<file path="config.mk">
export PLATFORM = sky130hd
export DESIGN_NAME = multi_window_time_switch_flat
export DESIGN_NICKNAME = d
export VERILOG_FILES = /design/src/design/mwts_pkg.sv /design/src/design/mwts_if.sv /design/src/design/mwts_regs.sv /design/src/design/mwts_sched.sv /design/src/design/multi_window_time_switch.sv /design/src/flat_wrapper.sv
export SDC_FILE = /design/constraint.sdc
export NUM_CORES = 1
export LEC_CHECK = 0
export ABC_AREA = 1
export BUFFER_PORTS_ARGS = -buffer_cell sky130_fd_sc_hd__buf_2
export CAP_MARGIN = 20
export CORE_MARGIN = 1.5
export CORE_UTILIZATION = 40
export DETAILED_ROUTE_END_ITERATION = 8
export HOLD_SLACK_MARGIN = 0.03
export PLACE_DENSITY_LB_ADDON = 0.25
export SLEW_MARGIN = 20
export SYNTH_ARGS = -nofsm -noshare
export SYNTH_HDL_FRONTEND = slang
export SYNTH_SLANG_ARGS = --single-unit
</file>
<file path="constraint.sdc">
create_clock -name clk -period 3.8 [get_ports clk]
set_input_delay 0.38 -clock clk [delete_from_list [all_inputs] [get_ports clk]]
set_output_delay 0.38 -clock clk [all_outputs]
set_load 0.05 [all_outputs]
</file>
<file path="src/design/mwts_pkg.sv">
// mwts_pkg: types, constants and helper functions for the multi-window time switch
// no dependencies

package mwts_pkg;

  localparam int TOD_W     = 17;
  localparam int HM_SHIFT  = 6;
  localparam int HM_W      = TOD_W - HM_SHIFT;
  localparam int NUM_REGS  = 4;
  localparam int REG_W     = 35;
  localparam int REG_IDX_W = 2;

  typedef logic [TOD_W-1:0] tod_t;
  typedef logic [HM_W-1:0]  hm_t;

  typedef struct packed {
    logic enable;
    tod_t on_time;
    tod_t off_time;
  } window_t;

  typedef struct packed {
    logic output_on;
    logic switched_on;
    logic switched_off;
  } flags_t;

  localparam logic CMD_TICK   = 1'b0;
  localparam logic CMD_RESYNC = 1'b1;

  // hour:minute only, wrap past midnight allowed
  function automatic logic in_window(tod_t now, tod_t start, tod_t stop);
    hm_t t;
    hm_t s;
    hm_t e;
    t = now[TOD_W-1:HM_SHIFT];
    s = start[TOD_W-1:HM_SHIFT];
    e = stop[TOD_W-1:HM_SHIFT];
    if (s <= e) begin
      return (t >= s) && (t <= e);
    end
    return (t >= s) || (t <= e);
  endfunction

endpackage

</file>
<file path="src/design/mwts_if.sv">
// mwts_if: valid/ready channels for input words and result words
// depends on nothing

interface mwts_item_if;
  logic       valid;
  logic       ready;
  logic       command;
  logic [4:0] hour;
  logic [5:0] minute;
  logic [5:0] second;
  logic       auto_enable;

  modport source (output valid, command, hour, minute, second, auto_enable, input ready);
  modport sink   (input valid, command, hour, minute, second, auto_enable, output ready);
endinterface

interface mwts_result_if;
  logic valid;
  logic ready;
  logic output_on;
  logic switched_on;
  logic switched_off;

  modport source (output valid, output_on, switched_on, switched_off, input ready);
  modport sink   (input valid, output_on, switched_on, switched_off, output ready);
endinterface

</file>
<file path="src/design/mwts_regs.sv">
// mwts_regs: window configuration registers with plain write port
// depends on mwts_pkg

module mwts_regs import mwts_pkg::*; #(
  parameter int WINDOWS = 4
) (
  input  logic                 clk,
  input  logic                 rst,
  input  logic                 wr_en,
  input  logic [REG_IDX_W-1:0] wr_index,
  input  logic [REG_W-1:0]     wr_data,
  output window_t              win [WINDOWS]
);

  for (genvar i = 0; i < WINDOWS; i++) begin : g_win
    if (i < NUM_REGS) begin : g_reg
      window_t window;
      always_ff @(posedge clk) begin
        if (rst) begin
          window <= '0;
        end else if (wr_en && (wr_index == REG_IDX_W'(i))) begin
          window <= window_t'(wr_data);
        end
      end
      assign win[i] = window;
    end else begin : g_zero
      // no register behind the extra windows
      assign win[i] = '0;
    end
  end

endmodule

</file>
<file path="src/design/mwts_sched.sv">
// mwts_sched: one-pass schedule evaluation over all windows for one word
// depends on mwts_pkg

module mwts_sched import mwts_pkg::*; #(
  parameter int WINDOWS = 4
) (
  input  logic               command,
  input  tod_t               now,
  input  logic               auto_enable,
  input  logic               state_on,
  input  logic [WINDOWS-1:0] marks,
  input  window_t            win [WINDOWS],
  output flags_t             flags,
  output logic [WINDOWS-1:0] marks_next
);

  logic [WINDOWS-1:0] hit;

  always_comb begin
    for (int i = 0; i < WINDOWS; i++) begin
      hit[i] = in_window(now, win[i].on_time, win[i].off_time);
    end
  end

  always_comb begin
    logic on_v;
    logic son;
    logic soff;
    tod_t a;
    tod_t b;
    on_v       = state_on;
    son        = 1'b0;
    soff       = 1'b0;
    a          = '0;
    b          = '0;
    marks_next = marks;
    if (command == CMD_RESYNC) begin
      for (int i = 0; i < WINDOWS; i++) begin
        marks_next[i] = state_on & hit[i];
      end
    end else if (auto_enable) begin
      // forced off when outside every window
      if (on_v && (hit == '0)) begin
        on_v       = 1'b0;
        soff       = 1'b1;
        marks_next = '0;
      end
      for (int i = 0; i < WINDOWS; i++) begin
        a = win[i].on_time;
        b = win[i].off_time;
        if (win[i].enable) begin
          if (!on_v) begin
            if (!marks_next[i] &&
                ((now > a && b > now && b > a) || (b > now && a > now && a > b))) begin
              on_v          = 1'b1;
              marks_next[i] = 1'b1;
              son           = 1'b1;
            end
          end else begin
            if (marks_next[i] &&
                ((now > b && b > a) || (now > b && a > now && a > b))) begin
              on_v          = 1'b0;
              marks_next[i] = 1'b0;
              soff          = 1'b1;
            end
          end
        end
      end
    end
    flags.output_on    = on_v;
    flags.switched_on  = son;
    flags.switched_off = soff;
  end

endmodule

</file>
<file path="src/design/multi_window_time_switch.sv">
// multi_window_time_switch: top level, input register, state, result register
// depends on mwts_pkg, mwts_if, mwts_regs, mwts_sched
//
// usage: each word on the item channel carries a time of day, a command and
// an auto flag; the block returns exactly one result word per item word on
// the result channel, carrying the output state and the switch flags.
// windows are programmed through wr_en / wr_index / wr_data, one register
// per window up to NUM_REGS; the user must program them only while the
// block is idle, which the block itself does not enforce. an accepted item
// word loads the input register, then passes once through the window
// compare chain into the result register.
// throughput: one word per cycle; the input register and the result register
// each advance whenever the stage after them is empty or being drained.
// reset: output off, all window marks and window registers cleared, both
// channels empty.
// stall: when the receiver holds ready low the result word stays put, the
// input register fills, and then item ready drops until the result is taken.

module multi_window_time_switch import mwts_pkg::*; #(
  parameter int WINDOWS = 4
) (
  input  logic                 clk,
  input  logic                 rst,
  mwts_item_if.sink            item,
  mwts_result_if.source        result,
  input  logic                 wr_en,
  input  logic [REG_IDX_W-1:0] wr_index,
  input  logic [REG_W-1:0]     wr_data
);

  window_t            win [WINDOWS];
  logic               s1_valid;
  logic               s1_command;
  tod_t               s1_now;
  logic               s1_auto;
  logic               advance;
  logic               output_state;
  logic [WINDOWS-1:0] marks;
  logic [WINDOWS-1:0] marks_next;
  flags_t             flags;
  logic               out_valid;
  flags_t             out_flags;

  mwts_regs #(.WINDOWS(WINDOWS)) u_regs (
    .clk      (clk),
    .rst      (rst),
    .wr_en    (wr_en),
    .wr_index (wr_index),
    .wr_data  (wr_data),
    .win      (win)
  );

  mwts_sched #(.WINDOWS(WINDOWS)) u_sched (
    .command     (s1_command),
    .now         (s1_now),
    .auto_enable (s1_auto),
    .state_on    (output_state),
    .marks       (marks),
    .win         (win),
    .flags       (flags),
    .marks_next  (marks_next)
  );

  assign advance    = s1_valid && (!out_valid || result.ready);
  assign item.ready = !s1_valid || advance;

  always_ff @(posedge clk) begin
    if (rst) begin
      s1_valid <= 1'b0;
    end else if (item.ready) begin
      s1_valid <= item.valid;
    end
    if (item.valid && item.ready) begin
      s1_command <= item.command;
      s1_now     <= {item.hour, item.minute, item.second};
      s1_auto    <= item.auto_enable;
    end
  end

  always_ff @(posedge clk) begin
    if (rst) begin
      output_state <= 1'b0;
      marks        <= '0;
      out_valid    <= 1'b0;
    end else begin
      if (advance) begin
        output_state <= flags.output_on;
        marks        <= marks_next;
        out_valid    <= 1'b1;
      end else if (result.ready) begin
        out_valid <= 1'b0;
      end
    end
    if (advance) begin
      out_flags <= flags;
    end
  end

  assign result.valid        = out_valid;
  assign result.output_on    = out_flags.output_on;
  assign result.switched_on  = out_flags.switched_on;
  assign result.switched_off = out_flags.switched_off;

  a_resync_no_switch: assert property (@(posedge clk) disable iff (rst)
    advance && (s1_command == CMD_RESYNC) |=> !result.switched_on && !result.switched_off)
    else $error("resync word reported a switch");

  a_tick_idle_state: assert property (@(posedge clk) disable iff (rst)
    advance && (s1_command == CMD_TICK) && !s1_auto
      |=> $stable(output_state) && $stable(marks))
    else $error("tick without auto changed state");

  a_result_tracks_state: assert property (@(posedge clk) disable iff (rst)
    out_valid |-> (result.output_on == output_state))
    else $error("result output differs from held state");

  a_on_then_off: assert property (@(posedge clk) disable iff (rst)
    out_valid && result.switched_on && !result.output_on |-> result.switched_off)
    else $error("switched on but ended off without off flag");

endmodule
</file>
<file path="src/flat_wrapper.sv">
// flat-port wrapper written by rule: the top's interface ports become plain ports
module multi_window_time_switch_flat import mwts_pkg::*;
#(
  parameter int WINDOWS = 4
)
  (clk, rst, wr_en, wr_index, wr_data, item_valid, item_command, item_hour, item_minute, item_second, item_auto_enable, item_ready, result_valid, result_output_on, result_switched_on, result_switched_off, result_ready);
  mwts_item_if item_i ();
  mwts_result_if result_i ();
  input  logic clk;
  input  logic rst;
  input  logic wr_en;
  input  logic [REG_IDX_W-1:0] wr_index;
  input  logic [REG_W-1:0] wr_data;
  input wire logic [$bits(item_i.valid)-1:0] item_valid;
  input wire logic [$bits(item_i.command)-1:0] item_command;
  input wire logic [$bits(item_i.hour)-1:0] item_hour;
  input wire logic [$bits(item_i.minute)-1:0] item_minute;
  input wire logic [$bits(item_i.second)-1:0] item_second;
  input wire logic [$bits(item_i.auto_enable)-1:0] item_auto_enable;
  output wire logic [$bits(item_i.ready)-1:0] item_ready;
  output wire logic [$bits(result_i.valid)-1:0] result_valid;
  output wire logic [$bits(result_i.output_on)-1:0] result_output_on;
  output wire logic [$bits(result_i.switched_on)-1:0] result_switched_on;
  output wire logic [$bits(result_i.switched_off)-1:0] result_switched_off;
  input wire logic [$bits(result_i.ready)-1:0] result_ready;
  assign item_i.valid = item_valid;
  assign item_i.command = item_command;
  assign item_i.hour = item_hour;
  assign item_i.minute = item_minute;
  assign item_i.second = item_second;
  assign item_i.auto_enable = item_auto_enable;
  assign item_ready = item_i.ready;
  assign result_valid = result_i.valid;
  assign result_output_on = result_i.output_on;
  assign result_switched_on = result_i.switched_on;
  assign result_switched_off = result_i.switched_off;
  assign result_i.ready = result_ready;
  multi_window_time_switch #(.WINDOWS(WINDOWS)) u_core (.clk(clk), .rst(rst), .item(item_i), .result(result_i), .wr_en(wr_en), .wr_index(wr_index), .wr_data(wr_data));
endmodule
</file>
==> impl_metrics.tcl, run 1 <==
set metrics [dict create \
    grt_pass1_vias 10700 \
    finalNonFillerCells 2135 \
    post_drt_wl_per_cell_um 19.2 \
    start_util_pct 40.7 \
    cts_buffer_depth 2 \
    routabilityCongestion 0.925 \
    vias 11300 \
    grt_pass1_wl_um 62200 \
    boundaryPins 66 \
    synthFlopType "dfxtp_1" \
    dp.cells 2102 \
    design_area_mm2 0.0138 \
    routed_wl_um 40900 \
    cts_setup_buffers 0 \
    clockRootBuffer "clkbuf_16" \
    drc 0 \
    ant_nets 0 \
    worstSetupPathType "reg -> reg" \
    final.setup.tns_ns 0 \
    drv_slew 0 \
    synth_enable_flop_cells 22 \
    cp_max_fo 12 \
    ir_drop_mv 0.325 \
    fin_crit_sh_pct 90.3 \
    hold_violations 0 \
    fin_util_pct 45.2 \
    syn_inst 1672 \
    setup_violations 0 \
    critPathRequiredTime_ns 4.02 \
    yosys_warnings 0 \
    tightest_slew_ns 0.925 \
    first_pass_iters 5 \
    cts_made_buffers 17 \
    core_area_mm2 0.0307 \
    rsz0062_at_grt "no" \
    grt.total_usage_pct 25.5 \
    hold_path.class "in -> reg" \
    hold_buffers 0 \
    leakagePower_nw 6.61 \
    hpwl_um 32900 \
    syn_area_mm2 0.0125 \
    die-width_um 180 \
    cts.sinks 169 \
    seq_area_frac_synth_pct 28.8 \
    r2r_slack_ns 0.37 \
    relSlewSlack_pct 38.2 \
    area_delta_synth_final_pct 10.8 \
    layout-drive-gt1-share_pct 9.66 \
    portBuffers 65 \
    initialDrtViolationCount 1063 \
    fmax_ghz 0.292 \
    cts_tree "built" \
    antenna_found_initial 0 \
    insertedDiodeCount 0 \
    cts_resized 0 \
    period_needed_ns 3.43 \
    rows 64 \
    nNetsFinal 2043 \
    ys_types 43 \
    crit_arrival_ns 3.65 \
    insertion_delay_ns 0.47 \
    max-cap-violations 0 \
    htree_levels 4 \
    skew_ns 0.0148 \
    grt.overflow.total 0 \
    p_per_area_mw_per_mm2 364 \
    dieArea_mm2 0.0323 \
    end_kind "flop" \
    synth_area_per_cell_um2 7.47 \
    async_flop_share_pct 0 \
    dpl-instance-area_mm2 0.0133 \
    start_kind "flop" \
    die_h_um 180 \
    path_clk_slew_ns 0.08 \
    ys_seq_elements 169 \
    syn_nets 1989 \
    viasPerCell 5.27 \
    grt_max_degree 71 \
    status "completed" \
]
layout by cell type, fill, tap and decap left out, types with 6 or more instances in the layout:
cell	instances
buf_4	11
nand2_1	283
inv_2	6
nor4_1	6
nand3_2	10
buf_2	65
edfxtp_1	22
nand4_1	14
ha_1	256
nor2_2	8
nand3_1	43
nor3_1	9
dfxtp_1	147
nand2_2	16
a21o_1	10
nor2_1	96
inv_1	243
a21oi_1	223
o21ai_0	184
clkbuf_16	18
nor2_4	6
power breakdown:
part	switching (mW)	internal (mW)	total [mW]
registers	0.0886	1.91	1.99
logic	0.834	0.419	1.25
clock network	0.828	0.963	1.79
total	1.75	3.29	5.04
worst paths after layout:
check                    from                         end  cells past startpoint
max          u_core.s1_now[6]  u_core.result.switched_off                     20
min reg2reg   u_core.s1_valid         u_core.result.valid                      2
min            item_second[0]            u_core.s1_now[0]                      1
max reg2reg  u_core.s1_now[6]  u_core.result.switched_off                     20
critical path, stage by stage (launching register included):
cell and delay [ns]:
edfxtp_1 0.51, inv_1 0.32, ha_1 0.40, inv_1 0.04, nor2_1 0.27, nand3_1 0.25, nand2_1 0.13, inv_1 0.04
nand2_1 0.10, nand2_1 0.08, nand2_2 0.12, nor2_4 0.05, nand3_2 0.11, nand2_1 0.10, nand2_2 0.10, nand3_2 0.08
nand2_2 0.08, nand2_2 0.06, nand2_1 0.11, nor2_1 0.05, o21ba_1 0.17
cells by family after synthesis:
family	Yosys count	synth area share [%]
flip-flops	169	28.8
AND/OR/NAND/NOR	510	18.2
buffers and inverters	293	8.80
AO/OA/AOI/OAI	444	18.5
adder cells (fa/ha/maj)	256	25.6
cell usage after synthesis, types with 8 or more instances:
cell	count	area, um2
a21o_1	10	75.1
a21oi_1	223	1120
clkbuf_1	42	158
dfxtp_1	147	2940
edfxtp_1	22	661
ha_1	256	3200
inv_1	243	912
nand2_1	283	1060
nand2_2	16	100
nand3_1	46	230
nand4_1	14	87.6
nor2_1	96	360
nor2_2	8	50.1
nor3_1	9	45.0
o21ai_0	184	921
area by class of cell:
class                           instances  area [um2]
Tap cell                              396         495
Multi-Input combinational cell       1210        7810
Sequential cell                       169        3600
Timing Repair Buffer                   77         419
Inverter                              251         945
Fill cell                            3127       16800
Clock inverter                         13         115
Clock buffer                           19         464
state kept, by name (all words and copies together) (netlist names):
signal / flops
u_core.s1_auto: 1
u_core.marks: 4
u_core.result.valid: 1
u_core.result.switched_off: 1
u_core.result.switched_on: 1
u_core.s1_command: 1
u_core.result.output_on: 1
u_core.output_state: 1
u_core.u_regs.win: 140
u_core.s1_valid: 1
u_core.s1_now: 17
through the flow:
step | total power, mW | worst slack [ns] | hold WS, ns
2_1_floorplan | 2.84 | 1.16 | 0.424
3_3_place_gp | 3.24 | 0.494 | 0.464
3_5_place_dp | 3.27 | 0.472 | 0.463
4_1_cts | 5.05 | 0.444 | 0.0687
5_1_grt | 5.30 | 0.185 | 0.0750
6_report | 5.04 | 0.370 | 0.0831
layer usage:
metal / global-route usage, % / part of all wire [%] / vias up
met1: 34.8 / 48 / 5233
met5: 0 / 0 / -
li1: - / - / 5687
met3: 3.42 / 4.3 / 57
met2: 41.1 / 45 / 274
met4: 8.80 / 2.7 / 0
(Power assumes the default switching activity.)
==> run 2, diff against run 1 <==
Settings changed: CORE_UTILIZATION 40 to 39.
==> run 2 against run 1 <==
Net effect:
- sequential power about the same
- fmax increased by 0.59%
- die area increased by 2.5%
- non-clock buffer count increased by 1
- largest power group unchanged
- global-route usage decreased by 0.55 points
- via count decreased by 0.90%
- highest routed layer unchanged
- sequential share of layout area decreased by 0.16 points
- final area increased by 0.61%
- clock skew decreased by 0.0025 ns
==> impl_metrics.tcl, run 2 (synthesis results as in run 1) <==
set metrics [dict create \
    cts_resized 0 \
    crit_arrival_ns 3.61 \
    nNetsFinal 2044 \
    fin_crit_sh_pct 89.7 \
    die_h_um 182 \
    layout-drive-gt1-share_pct 9.77 \
    drv_slew 0 \
    vias 11200 \
    cts.sinks 169 \
    start_util_pct 39.6 \
    first_pass_iters 5 \
    post_drt_wl_per_cell_um 18.8 \
    hold_violations 0 \
    crit_family "simple AND/OR/NAND/NOR gates" \
    status "completed" \
    setup_violations 0 \
    boundaryPins 66 \
    worstSetupPathType "reg -> reg" \
    core_area_mm2 0.0316 \
    period_needed_ns 3.41 \
    cts_tree "built" \
    cp_max_fo 12 \
    cts_made_buffers 17 \
    path_clk_slew_ns 0.07 \
    hpwl_um 32400 \
    leakagePower_nw 6.64 \
    relSlewSlack_pct 45.8 \
    rsz0062_at_grt "no" \
    crit_buf_inv 1 \
    p_per_area_mw_per_mm2 365 \
    hold_buffers 0 \
    cts_setup_buffers 0 \
    initialDrtViolationCount 805 \
    met2_usage_pct 40.6 \
    grt_pass1_vias 10600 \
    worst-path-stages 18 \
    htree_levels 4 \
    hold_path.class "in -> reg" \
    use_met3_pct 4.35 \
    final_common_cell "nand2_1" \
    r2r_cells 18 \
    hold_path_depth 1 \
    ant_nets 0 \
    ir_drop_mv 0.275 \
    use_met1_pct 33.6 \
    fmax_ghz 0.293 \
    viasPerCell 5.20 \
    slowest_delay_ns 0.51 \
    cts_buffer_depth 2 \
    tightest_slew_ns 0.813 \
    routabilityCongestion 0.954 \
    grt_pass1_wl_um 61800 \
    critPathRequiredTime_ns 4.00 \
    die-width_um 182 \
    insertion_delay_ns 0.45 \
    critPathSlowestCell "edfxtp_1" \
    antenna_found_initial 0 \
    largest_reg_flops 140 \
    rows 65 \
    portBuffers 65 \
    crit_top_cell "nand2_1" \
    path_cells "inv_1, ha_1, nand2_1, nor2_1, o21ai_0, nand3_1, nand2_1, nand3_1, nand2_1, nand2_1, nand2_1, nor3_1, nand2_1, nand2_2, nand2_2, nand2_1, nor2_1, o21ba_1" \
    area_delta_synth_final_pct 11.5 \
    start_kind "flop" \
    dieArea_mm2 0.0331 \
    clockRootBuffer "clkbuf_16" \
    grt_max_degree 77 \
    final_cell_mix "283 x nand2_1, 256 x ha_1, 243 x inv_1" \
    grt.total_usage_pct 24.9 \
    busiest_layer "met2" \
    max-cap-violations 0 \
    fin_worst_hold_slack_ns 0.0993 \
    final.setup.tns_ns 0 \
    routed_wl_um 40200 \
    skew_ns 0.0124 \
    end_kind "flop" \
    grt.overflow.total 0 \
    drc 0 \
]
==> run 2: cell count changes in the layout (fill, tap and decap cells not counted), sizes merged <==
| cell | previous run | this run |
|---|---|---|
| buf | 77 | 78 |
| clkinv | 7 | 5 |
| clkinvlp | 2 | 1 |
| diode | 0 | 1 |
| inv | 254 | 257 |
==> run 2: worst paths after layout <==
check	startpoint	endpoint	slack [ns]
worst max register to register	u_core.s1_now[6]	u_core.result.switched_off	0.39
worst min-delay path	item_hour[3]	u_core.s1_now[15]	0.1
worst max-delay path	u_core.s1_now[6]	u_core.result.switched_off	0.39
worst min register to register	u_core.s1_valid	u_core.result.valid	0.49
==> run 2: worst register-to-register path, delay by kind of cell, from the launching register on <==
kind | cells | cell delay, ns
compound gates | 2 | 0.30
fa+ha+maj | 1 | 0.41
buf+inv | 1 | 0.31
flops | 1 | 0.51
simple gates | 14 | 1.66
==> run 2: metrics by stage <==
step	instance area, um2	worst slack [ns]	total power, mW	utilization, %	cells
3_3_place_gp	13300	0.190	3.24	42.1	2107
4_1_cts	13900	0.474	5.09	44.0	2140
6_report	13900	0.390	5.09	44.2	2143
3_5_place_dp	13300	0.495	3.26	42.1	2108
5_1_grt	13900	0.123	5.35	44.1	2142
2_1_floorplan	12500	1.16	2.84	-	1672
==> run 2: area by class of cell <==
cell class / count / area [um2]
clock buffers: 19 / 475
inverters: 251 / 943
multi-input cells: 1210 / 7810
well taps: 402 / 503
diodes: 1 / 2.50
clock inverters: 13 / 126
repair buffers: 78 / 472
fillers: 3227 / 17600
flip-flops and latches: 169 / 3600
==> run 2: report_power, final <==
| part | switching [mW] | leakage (nW) | internal [mW] |
|---|---|---|---|
| Clock | 0.842 | 0.298 | 0.997 |
| Combinational | 0.828 | 4.93 | 0.425 |
| Sequential | 0.0881 | 1.42 | 1.91 |
==> run 2: routing by layer <==
metal / vias up / routed length [um] / part of all wire [%]
met4: 0 / 901 / 2.2
met5: - / 0 / 0
met2: 256 / 18000 / 45
li1: 5685 / - / -
met3: 54 / 2160 / 5.4
met1: 5155 / 19100 / 48
==> run 3, diff against run 2 <==
Settings changed: CELL_PAD_IN_SITES_DETAIL_PLACEMENT set to 1, CELL_PAD_IN_SITES_GLOBAL_PLACEMENT set to 2, CORE_UTILIZATION 39 to 37.
==> run 3 against run 2 <==
Net effect:
- utilization down 2.5 points
- critical endpoint unchanged
- worst setup slack worse by 0.096 ns
- final area down 0.25%
- register-to-register slack worse by 0.096 ns
==> impl_metrics.tcl, run 3 (synthesis results as in run 1) <==
set metrics [dict create \
    hold_violations 0 \
    vias 11400 \
    dieArea_mm2 0.0349 \
    status "completed" \
    period_needed_ns 3.51 \
    cts_tree "built" \
    crit_family "simple AND/OR/NAND/NOR gates" \
    core_area_mm2 0.0334 \
    antenna_found_initial 1 \
    setup_violations 0 \
    slowest_delay_ns 0.50 \
    cts.sinks 169 \
    reg2reg_from "u_core.s1_now[6]" \
    final.setup.tns_ns 0 \
    dpl-instance-area_mm2 0.0133 \
    ant_nets 0 \
    path_clk_slew_ns 0.08 \
    setup_ws_ns 0.295 \
    crit_top_cell "nand2_1" \
    grt_max_degree 81 \
    area_delta_synth_final_pct 11.2 \
    cp_max_fo 12 \
    drv_slew 0 \
    skew_ns 0.0131 \
    regArea_mm2 0.00360 \
    relSlewSlack_pct 53.0 \
    crit_arrival_ns 3.73 \
    start_util_pct 37.5 \
    design_area_mm2 0.0139 \
    cts_resized 0 \
    grt.total_usage_pct 26.6 \
    p_per_area_mw_per_mm2 360 \
    largest_reg_flops 140 \
    hold_path_depth 1 \
    path_cells "inv_1, ha_1, a21oi_1, nor2_1, nor3_1, nand2_1, nand2_1, nand3_1, nand2_1, nand2_1, nand3_1, a21oi_2, nand2_2, nand3_2, nand2_2, nand2_2, nand2_1, nor2_1, o21ba_1" \
    cts_made_buffers 17 \
    routed_wl_um 45200 \
    fin_crit_sh_pct 92.2 \
    n_fill_cell 4242 \
    critPathSlowestCell "edfxtp_1" \
    final_common_cell "nand2_1" \
    cts_buffer_depth 2 \
    post_drt_wl_per_cell_um 20.7 \
    rows 67 \
    grt.overflow.total 0 \
    dpl_worst_slack_ns 0.366 \
    critPathRequiredTime_ns 4.03 \
    cts_setup_buffers 0 \
    insertedDiodeCount 0 \
    ir_drop_mv 0.317 \
    viasPerCell 5.23 \
    portBuffers 65 \
    tightest_slew_ns 0.706 \
    routabilityCongestion 0.923 \
    boundaryPins 66 \
    worstSetupPathType "reg -> reg" \
    grt_pass1_vias 11500 \
    final_cell_mix "283 x nand2_1, 256 x ha_1, 243 x inv_1" \
    nNetsFinal 2041 \
    insertion_delay_ns 0.46 \
    multiInputGateArea_mm2 0.00782 \
    clockRootBuffer "clkbuf_16" \
    first_pass_iters 5 \
    max-cap-violations 0 \
    rsz0062_at_grt "no" \
    layout-drive-gt1-share_pct 9.44 \
    min_from "item_minute[3]" \
    fmax_ghz 0.285 \
    leakagePower_nw 6.59 \
    r2r_slack_ns 0.29 \
    hold_path.class "in -> reg" \
    r2r_cells 19 \
    hold_buffers 0 \
    whs_endpoint "u_core.s1_now[9]" \
    worst-path-stages 19 \
    die_h_um 187 \
    start_kind "flop" \
    r2r-end "u_core.result.switched_off" \
    end_kind "flop" \
    drc 0 \
    grt_pass1_wl_um 69800 \
    htree_levels 4 \
    crit_buf_inv 1 \
    die-width_um 187 \
    hpwl_um 36700 \
    initialDrtViolationCount 600 \
]
run 3: worst max path at each step:
stage                                       to  slack, ns              from
finish              u_core.result.switched_off       0.29  u_core.s1_now[6]
floorplan           u_core.result.switched_off       1.16  u_core.s1_now[6]
global route        u_core.result.switched_off       0.05  u_core.s1_now[6]
global placement    u_core.result.switched_off       0.38  u_core.s1_now[6]
CTS                 u_core.result.switched_off       0.35  u_core.s1_now[6]
detailed placement  u_core.result.switched_off       0.37  u_core.s1_now[6]
run 3: metal layers:
| metal | global-route usage, % | share of wire (%) | vias up |
|---|---|---|---|
| li1 | - | - | 5667 |
| met1 | 38.2 | 51 | 5530 |
| met2 | 41.1 | 44 | 176 |
| met3 | 3.54 | 3.5 | 51 |
| met4 | 7.88 | 2.2 | 0 |
| met5 | 0 | 0 | - |
run 3: cell type report:
cell class                 instances  area share, %
clock buffer                      19           3.11
clock inverter                    13          0.774
tap                              448           4.03
inverter                         251           6.81
timing repair buffer              75           3.11
sequential                       169           25.9
multi-input combinational       1210           56.2
run 3: report_power, final:
group / internal (mW) / leakage, nW / total [mW] / switching [mW]
Sequential: 1.91 / 1.42 / 1.99 / 0.0880
Combinational: 0.426 / 4.91 / 1.30 / 0.877
Clock: 0.895 / 0.262 / 1.71 / 0.810
Total: 3.23 / 6.59 / 5.00 / 1.78
run 3: per-stage QoR:
stage	utilization, %	total power, mW	hold WS [ns]	std cells
after floorplan	-	2.84	0.424	1672
final	41.7	5.00	0.0921	2185
after global placement	39.9	3.28	0.468	2152
after detailed placement	39.9	3.32	0.472	2152
after global routing	41.7	5.28	0.0828	2185
after CTS	41.6	5.03	0.0708	2184
run 3: worst register-to-register path: stages, from the launching register on:
cell	delay [ns]
edfxtp_1	0.50
inv_1	0.41
ha_1	0.37
a21oi_1	0.19
nor2_1	0.08
nor3_1	0.43
nand2_1	0.10
nand2_1	0.08
nand3_1	0.11
nand2_1	0.10
nand2_1	0.09
nand3_1	0.11
a21oi_2	0.05
nand2_2	0.09
nand3_2	0.08
nand2_2	0.10
nand2_2	0.06
nand2_1	0.11
nor2_1	0.06
o21ba_1	0.18
